<file path="config.mk">
export PLATFORM = sky130hd
export DESIGN_NAME = threefry2x32_20_round_generator_flat
export DESIGN_NICKNAME = d
export VERILOG_FILES = /design/src/hw/rtl/tf_pkg.sv /design/src/hw/rtl/tf_if.sv /design/src/hw/rtl/threefry2x32_20_round_generator.sv /design/src/hw/rtl/tf_round.sv /design/src/hw/rtl/tf_inject.sv /design/src/flat_wrapper.sv
export VERILOG_INCLUDE_DIRS = /design/src /design/src/hw/rtl
export SDC_FILE = /design/constraint.sdc
export NUM_CORES = 2
export LEC_CHECK = 0
export BUFFER_PORTS_ARGS = -buffer_cell sky130_fd_sc_hd__buf_2
export CAP_MARGIN = 15
export CORE_MARGIN = 2
export CORE_UTILIZATION = 46
export CTS_BUF_LIST = sky130_fd_sc_hd__clkbuf_16
export DETAILED_ROUTE_END_ITERATION = 10
export PLACE_DENSITY = 0.63
export REMOVE_ABC_BUFFERS = 1
export SLEW_MARGIN = 10
export SYNTH_ARGS = -nofsm -noshare
export SYNTH_HDL_FRONTEND = slang
export SYNTH_HIERARCHICAL = 1
export SYNTH_SLANG_ARGS = --single-unit
</file>
<file path="constraint.sdc">
create_clock -name clk -period 214.6 [get_ports clk]
set_input_delay 32.19 -clock clk [delete_from_list [all_inputs] [get_ports clk]]
set_output_delay 32.19 -clock clk [all_outputs]
set_load 0.01 [all_outputs]
</file>
<file path="src/hw/rtl/assert_macros.svh">
// Assertion macros used by the top-level RTL file of the generator.
// No dependencies; included by files that carry concurrent assertions.
`ifndef ASSERT_MACROS_SVH
`define ASSERT_MACROS_SVH

// Overlapping implication, disabled while reset is asserted.
`define ASSERT_IMPLIES(label, clk, rst_n, ante, cons) \
    label: assert property (@(posedge clk) disable iff (!rst_n) (ante) |-> (cons)) \
        else $error("assertion failed");

// Implication checked in the cycle after the antecedent.
`define ASSERT_NEXT(label, clk, rst_n, ante, cons) \
    label: assert property (@(posedge clk) disable iff (!rst_n) (ante) |=> (cons)) \
        else $error("assertion failed");

`endif

</file>
<file path="src/hw/rtl/tf_pkg.sv">
// Package for the Threefry-2x32 generator: pipeline stage type, constants, rotate.
// No dependencies.
package tf_pkg;

    localparam int unsigned WORD_W     = 32;
    localparam int unsigned NUM_GROUPS = 5;
    localparam int unsigned NUM_ROUNDS = 4;
    // One entry stage, then four round stages and one key injection per group.
    localparam int unsigned NUM_STAGES = 1 + NUM_GROUPS * (NUM_ROUNDS + 1);

    localparam logic [WORD_W-1:0] PARITY_WORD = 32'h1BD1_1BDA;

    localparam logic [4:0] ROT_EVEN [NUM_ROUNDS] = '{5'd13, 5'd15, 5'd26, 5'd6};
    localparam logic [4:0] ROT_ODD  [NUM_ROUNDS] = '{5'd17, 5'd29, 5'd16, 5'd24};

    typedef struct packed {
        logic [2:0][WORD_W-1:0] kw;
        logic [WORD_W-1:0]      a;
        logic [WORD_W-1:0]      b;
        logic                   last;
    } tf_stage_t;

    function automatic logic [WORD_W-1:0] rotl32(input logic [WORD_W-1:0] v,
                                                 input logic [4:0] d);
        logic [5:0] rd;
        begin
            rd = 6'd32 - {1'b0, d};
            rotl32 = (v << d) | (v >> rd);
        end
    endfunction

endpackage

</file>
<file path="src/hw/rtl/tf_if.sv">
// Channel interfaces for the generator: counter/key requests in, random words out.
// Depends on tf_pkg for the word width.
interface tf_in_if;
    import tf_pkg::*;
    logic              valid;
    logic              ready;
    logic [WORD_W-1:0] key_lo;
    logic [WORD_W-1:0] key_hi;
    logic [WORD_W-1:0] count_lo;
    logic [WORD_W-1:0] count_hi;
    logic              last_in;

    modport source (output valid, key_lo, key_hi, count_lo, count_hi, last_in,
                    input ready);
    modport sink   (input valid, key_lo, key_hi, count_lo, count_hi, last_in,
                    output ready);
endinterface

interface tf_out_if;
    import tf_pkg::*;
    logic              valid;
    logic              ready;
    logic [WORD_W-1:0] rand_lo;
    logic [WORD_W-1:0] rand_hi;
    logic              last_out;

    modport source (output valid, rand_lo, rand_hi, last_out, input ready);
    modport sink   (input valid, rand_lo, rand_hi, last_out, output ready);
endinterface

</file>
<file path="src/hw/rtl/threefry2x32_20_round_generator.sv">
// Channel   Dir   Payload                                   Handshake
// cnt       in    key_lo, key_hi, count_lo, count_hi, last  valid / ready
// rnd       out   rand_lo, rand_hi, last_out                valid / ready
//
// A request enters every cycle while the output is not stalled; its result passes
// through one entry stage, twenty round stages and five key injection stages.
// Reset clears only the valid bits of the stages.
// When the output holds a result that is not taken, the whole pipeline holds
// and cnt.ready drops; nothing is lost or repeated.
// Depends on tf_pkg, tf_if, tf_round, tf_inject and assert_macros.svh.
`include "assert_macros.svh"

module threefry2x32_20_round_generator (
    input logic clk,
    input logic rst_n,
    tf_in_if.sink    cnt,
    tf_out_if.source rnd
);
    import tf_pkg::*;

    logic                      en;
    logic [NUM_STAGES-1:0]     vld;
    tf_stage_t                 dat [NUM_STAGES];

    logic      entry_valid_reg;
    tf_stage_t entry_reg;
    tf_stage_t entry_next;

    assign en        = !vld[NUM_STAGES-1] || rnd.ready;
    assign cnt.ready = en;

    always_comb
    begin
        entry_next.kw[0] = cnt.key_lo;
        entry_next.kw[1] = cnt.key_hi;
        entry_next.kw[2] = cnt.key_lo ^ cnt.key_hi ^ PARITY_WORD;
        entry_next.a     = cnt.count_lo + cnt.key_lo;
        entry_next.b     = cnt.count_hi + cnt.key_hi;
        entry_next.last  = cnt.last_in;
    end

    always_ff @(posedge clk or negedge rst_n)
    begin
        if (!rst_n)
        begin
            entry_valid_reg <= 1'b0;
        end
        else if (en)
        begin
            entry_valid_reg <= cnt.valid;
        end
    end

    always_ff @(posedge clk)
    begin
        if (en)
        begin
            entry_reg <= entry_next;
        end
    end

    assign vld[0] = entry_valid_reg;
    assign dat[0] = entry_reg;

    for (genvar g = 1; g <= NUM_GROUPS; g++)
    begin : g_group
        localparam int unsigned BASE = (g - 1) * (NUM_ROUNDS + 1);

        for (genvar r = 0; r < NUM_ROUNDS; r++)
        begin : g_round
            localparam logic [4:0] ROT = (g % 2 == 1) ? ROT_EVEN[r] : ROT_ODD[r];

            tf_round #(
                .ROT (ROT)
            ) u_round (
                .clk     (clk),
                .rst_n   (rst_n),
                .en      (en),
                .valid   (vld[BASE + r]),
                .data    (dat[BASE + r]),
                .valid_q (vld[BASE + r + 1]),
                .data_q  (dat[BASE + r + 1])
            );
        end

        tf_inject #(
            .GROUP (g)
        ) u_inject (
            .clk     (clk),
            .rst_n   (rst_n),
            .en      (en),
            .valid   (vld[BASE + NUM_ROUNDS]),
            .data    (dat[BASE + NUM_ROUNDS]),
            .valid_q (vld[BASE + NUM_ROUNDS + 1]),
            .data_q  (dat[BASE + NUM_ROUNDS + 1])
        );
    end

    assign rnd.valid    = vld[NUM_STAGES-1];
    assign rnd.rand_lo  = dat[NUM_STAGES-1].a;
    assign rnd.rand_hi  = dat[NUM_STAGES-1].b;
    assign rnd.last_out = dat[NUM_STAGES-1].last;

    `ASSERT_NEXT(a_entry_fill, clk, rst_n, cnt.valid && cnt.ready, vld[0])
    `ASSERT_NEXT(a_hold_on_stall, clk, rst_n, !en, $stable(vld))
    `ASSERT_IMPLIES(a_backpressure, clk, rst_n, rnd.valid && !rnd.ready, !cnt.ready)

endmodule

</file>
<file path="src/hw/rtl/tf_round.sv">
// One add-rotate-xor round as a pipeline register stage.
// Depends on tf_pkg.
module tf_round #(
    parameter logic [4:0] ROT = tf_pkg::ROT_EVEN[0]
) (
    input  logic              clk,
    input  logic              rst_n,
    input  logic              en,
    input  logic              valid,
    input  tf_pkg::tf_stage_t data,
    output logic              valid_q,
    output tf_pkg::tf_stage_t data_q
);
    import tf_pkg::*;

    logic      valid_reg;
    tf_stage_t data_reg;
    tf_stage_t data_next;

    always_comb
    begin
        data_next   = data;
        data_next.a = data.a + data.b;
        data_next.b = rotl32(data.b, ROT) ^ data_next.a;
    end

    always_ff @(posedge clk or negedge rst_n)
    begin
        if (!rst_n)
        begin
            valid_reg <= 1'b0;
        end
        else if (en)
        begin
            valid_reg <= valid;
        end
    end

    always_ff @(posedge clk)
    begin
        if (en)
        begin
            data_reg <= data_next;
        end
    end

    assign valid_q = valid_reg;
    assign data_q  = data_reg;

endmodule

</file>
<file path="src/hw/rtl/tf_inject.sv">
// Key injection after a group of four rounds, as a pipeline register stage.
// Depends on tf_pkg.
module tf_inject #(
    parameter int unsigned GROUP = 1
) (
    input  logic              clk,
    input  logic              rst_n,
    input  logic              en,
    input  logic              valid,
    input  tf_pkg::tf_stage_t data,
    output logic              valid_q,
    output tf_pkg::tf_stage_t data_q
);
    import tf_pkg::*;

    localparam int unsigned IDX_A = GROUP % 3;
    localparam int unsigned IDX_B = (GROUP + 1) % 3;
    localparam logic [WORD_W-1:0] GROUP_WORD = WORD_W'(GROUP);

    logic      valid_reg;
    tf_stage_t data_reg;
    tf_stage_t data_next;

    always_comb
    begin
        data_next   = data;
        data_next.a = data.a + data.kw[IDX_A];
        data_next.b = data.b + data.kw[IDX_B] + GROUP_WORD;
    end

    always_ff @(posedge clk or negedge rst_n)
    begin
        if (!rst_n)
        begin
            valid_reg <= 1'b0;
        end
        else if (en)
        begin
            valid_reg <= valid;
        end
    end

    always_ff @(posedge clk)
    begin
        if (en)
        begin
            data_reg <= data_next;
        end
    end

    assign valid_q = valid_reg;
    assign data_q  = data_reg;

endmodule

</file>
<file path="src/flat_wrapper.sv">
// flat-port wrapper written by rule: the top's interface ports become plain ports
module threefry2x32_20_round_generator_flat import tf_pkg::*;
  (clk, rst_n, cnt_valid, cnt_key_lo, cnt_key_hi, cnt_count_lo, cnt_count_hi, cnt_last_in, cnt_ready, rnd_valid, rnd_rand_lo, rnd_rand_hi, rnd_last_out, rnd_ready);
  tf_in_if cnt_i ();
  tf_out_if rnd_i ();
  input logic clk;
  input logic rst_n;
  input wire logic [$bits(cnt_i.valid)-1:0] cnt_valid;
  input wire logic [$bits(cnt_i.key_lo)-1:0] cnt_key_lo;
  input wire logic [$bits(cnt_i.key_hi)-1:0] cnt_key_hi;
  input wire logic [$bits(cnt_i.count_lo)-1:0] cnt_count_lo;
  input wire logic [$bits(cnt_i.count_hi)-1:0] cnt_count_hi;
  input wire logic [$bits(cnt_i.last_in)-1:0] cnt_last_in;
  output wire logic [$bits(cnt_i.ready)-1:0] cnt_ready;
  output wire logic [$bits(rnd_i.valid)-1:0] rnd_valid;
  output wire logic [$bits(rnd_i.rand_lo)-1:0] rnd_rand_lo;
  output wire logic [$bits(rnd_i.rand_hi)-1:0] rnd_rand_hi;
  output wire logic [$bits(rnd_i.last_out)-1:0] rnd_last_out;
  input wire logic [$bits(rnd_i.ready)-1:0] rnd_ready;
  assign cnt_i.valid = cnt_valid;
  assign cnt_i.key_lo = cnt_key_lo;
  assign cnt_i.key_hi = cnt_key_hi;
  assign cnt_i.count_lo = cnt_count_lo;
  assign cnt_i.count_hi = cnt_count_hi;
  assign cnt_i.last_in = cnt_last_in;
  assign cnt_ready = cnt_i.ready;
  assign rnd_valid = rnd_i.valid;
  assign rnd_rand_lo = rnd_i.rand_lo;
  assign rnd_rand_hi = rnd_i.rand_hi;
  assign rnd_last_out = rnd_i.last_out;
  assign rnd_i.ready = rnd_ready;
  threefry2x32_20_round_generator u_core (.clk(clk), .rst_n(rst_n), .cnt(cnt_i), .rnd(rnd_i));
endmodule
</file>
# == Word-level counts from Yosys, hierarchy flattened ==
# Cells that the tools add are included.
# totals
regBits,3956
in_bits,133
output_inout_bits,67
wordCells,255
# op_classes
addsub,37
bitwise_logic,42
n_reduce_logical,2
# ops
cell,count
$add 32x32->32,32
$xor 32x32->32,21
$or 32x13->32,3
$or 32x15->32,3
$or 32x26->32,3
$or 32x6->32,3
$add 32x2->32 const B,2
$add 32x3->32 const B,2
$or 32x16->32,2
$or 32x17->32,2
$or 32x24->32,2
$or 32x29->32,2
$add 32x1->32 const B,1
$not 17->17,1
$logic_not 1->1,1
$logic_or 1x1->1,1

# == Longest topological paths before layout ==
# depth
ltp_word,2
ltp_mapped,13
depth_no_buf,13

# == Cells and area by module ==
# Netlist, hierarchy kept.
# modules_own_cells
module,n_inst,cells_each,area_per_inst_um2,seq_area_each_um2
tf_round at u_core.g_group[1].g_round[3].u_round ...,8,461,7096.8,4859.7
tf_round at u_core.g_group[2].g_round[1].u_round ...,8,454,7029.2,4859.7
tf_round at u_core.g_group[1].g_round[0].u_round ...,2,464,7029.2,4859.7
tf_inject at u_core.g_group[4].u_inject,1,695,8762.2,4859.7
threefry2x32_20_round_generator,1,714,8720.9,4859.7
tf_inject at u_core.g_group[2].u_inject,1,642,8445.6,4859.7
tf_inject at u_core.g_group[5].u_inject,1,639,8404.3,4859.7
tf_inject at u_core.g_group[3].u_inject,1,631,8374.3,4859.7
tf_inject at u_core.g_group[1].u_inject,1,601,7967.6,4859.7
tf_round at u_core.g_group[4].g_round[3].u_round,1,459,7129.3,4859.7
tf_round at u_core.g_group[1].g_round[2].u_round,1,464,7031.7,4859.7

# == Worst setup path before layout ==
# OpenSTA, ideal clock, no wires.
# synth_path
path_kind,input to output
startpoint,input port rnd_ready
endpoint,output port cnt_ready
arrival_ns,132.200
required_ns,182.410
slack_ns,50.210
stages,1
path_buffers,0
path_cell_list,nand2b_1
# synth_between
elab_chain_cells,1
# synth_rtl
item,line_no,text
from (decl),flat_wrapper.sv:19,input wire logic [$bits(rnd_i.ready)-1:0] rnd_ready;
$logic_or 1x1->1,threefry2x32_20_round_generator.sv:29,assign en = !vld[NUM_STAGES-1] || rnd.ready;
to (decl),flat_wrapper.sv:14,output wire logic [$bits(cnt_i.ready)-1:0] cnt_ready;
# Every way passes these cells.

# == Worst setup path in the final report ==
# Same ends and word-level chain as after synthesis.

==> results.md <==
- Inserted Clock Buffers: 403
- Std-Cell Rows: 232
- FMAX: 15.3 MHz
- Final-report setup violation count: 0
- Worst Path Class, Setup: in -> out
- Share of cells above drive strength 1: 0.0909
- Setup_tns: 0 ps
- Iteration count of the initial detailed-routing pass: 6
- Root buffer cell: clkbuf_16
- Tightest Pin Transition: 1210 ps
- Congestion Overflow GR: 0
- Port Buf Inserts: 199
- Via count: 106000
- Initial drt markers: 9682
- Worst-path fanout max: 55
- Clk pin slew, worst setup/hold paths: 60 ps
- Post-layout net count: 14500
- Max reg flops: 3092
- Clk_lat worst skew: 980 ps
- Crit path launch type: primary input
- RD Place Congestion: 0.934
- Area grow syn2layout: 10.7%
- DRC violations left: 0
- Die area: 0.406 mm^2
- Inst Count DP: 18100
- HP Class: reg -> reg
- Initial antenna violation count: 34
- CTS resizes: 0
- Fin. max-slew vios: 0
- Filler instances: 33500
- Leading cell type in the layout, fill and taps excluded: edfxtp_1
- HPWL Detailed: 369000 um
- RSZ-0062 raised after global routing: no
- Number of global-route vias before repair: 102000
- Core footprint: 0.399 mm^2
- CTS tree: yes
- Clock Skew: 65.6 ps
- Clock buffer depth: 4
- Max_cap viols: 0
- Avg Inst Size Synth: 14.4 um^2
- Hold Buf Count CTS: 0
- Postcts setup bufs: 0
- First-pass GRT wire length: 682000 um
- Wire length per cell: 25.0 um
- Worst Path Required: 182410 ps
- Largest net degree at the start of global routing: 201
- GRT Overall Usage: 0.227
- Post-Syn Instances: 12800
- Layout Cells excl Fill: 18800
- Die W: 637 um
- Die H: 637 um
- Most frequent cells in the layout: 3930 x edfxtp_1, 1112 x ha_1, 973 x a21oi_1
- Final WL: 471000 um
- Crit share post-route: 0.305
- Worst Setup End Kind: output pin
- Status: finished, final reports clean
- Fin. Hold Viols: 0
- Utilization after layout: 0.511
- IO Count: 200
- CP arrival: 33210 ps
- Area of the mapped netlist: 0.184 mm^2
- H-tree depth: 5
- ANT nets after route: 0
- Via density: 5.62
- Crit path time final: 65400 ps
- Initial Util: 0.462
- Clock Sinks: 3956
- Slew headroom: 0.195
- Synth warn: 6
[final timing paths]
kind	startpoint	end	slack (ps)	cells past startpoint
max	rnd_ready	cnt_ready	149200	3
min	u_core/g_group[2].g_round[0].u_round/data_q[135]$_DFFE_PP_	u_core/g_group[2].g_round[1].u_round/data_q[135]$_DFFE_PP_	360	0
max reg2reg	u_core/g_group[5].u_inject/valid_q$_DFFE_PN0P_	u_core/g_group[1].u_inject/data_q[98]$_DFFE_PP_	207090	8
min reg2reg	u_core/g_group[2].g_round[0].u_round/data_q[135]$_DFFE_PP_	u_core/g_group[2].g_round[1].u_round/data_q[135]$_DFFE_PP_	360	0
max in group asynchronous	rst_n	u_core/g_group[3].g_round[2].u_round/valid_q$_DFFE_PN0P_	182990	1
min in group asynchronous	rst_n	u_core/g_group[2].g_round[0].u_round/valid_q$_DFFE_PN0P_	31220	1
[per-stage QoR]
| step | instance area (um^2) | hold slack, ps | worst slack (ps) |
|---|---|---|---|
| floorplan | 183000 | 400 | 56280 |
| global placement | 191000 | 400 | 149190 |
| detailed placement | 191000 | 405 | 149200 |
| CTS | 204000 | 348 | 149190 |
| global route | 204000 | 355 | 149120 |
| finish | 204000 | 361 | 149200 |
[worst max-delay path, cell delays in order]
cell and delay, ps:
buf_2 70, nand2b_4 620, buf_2 270
[cell type report]
| class | count | area, um^2 | share of cell area |
|---|---|---|---|
| Sequential cell | 3956 | 119000 | 0.582 |
| Multi-Input combinational cell | 8372 | 63400 | 0.311 |
| Clock buffer | 405 | 10100 | 0.0497 |
| Tap cell | 5265 | 6590 | 0.0323 |
| Clock inverter | 333 | 2980 | 0.0146 |
| Timing Repair Buffer | 249 | 1450 | 0.00709 |
| Inverter | 216 | 811 | 0.00397 |
| Antenna cell | 12 | 30.0 | 0.000147 |
[metal layers]
layer  share of wire  wire length (um)  GRT usage
met2            0.49            229000      0.384
met1            0.42            199000      0.301
met3           0.048             22700     0.0275
met5         0.00014                65          0
met4           0.042             19800     0.0851
Power is not shown: default switching activity piles up to over one toggle a cycle in this logic, so the estimate is an artifact.
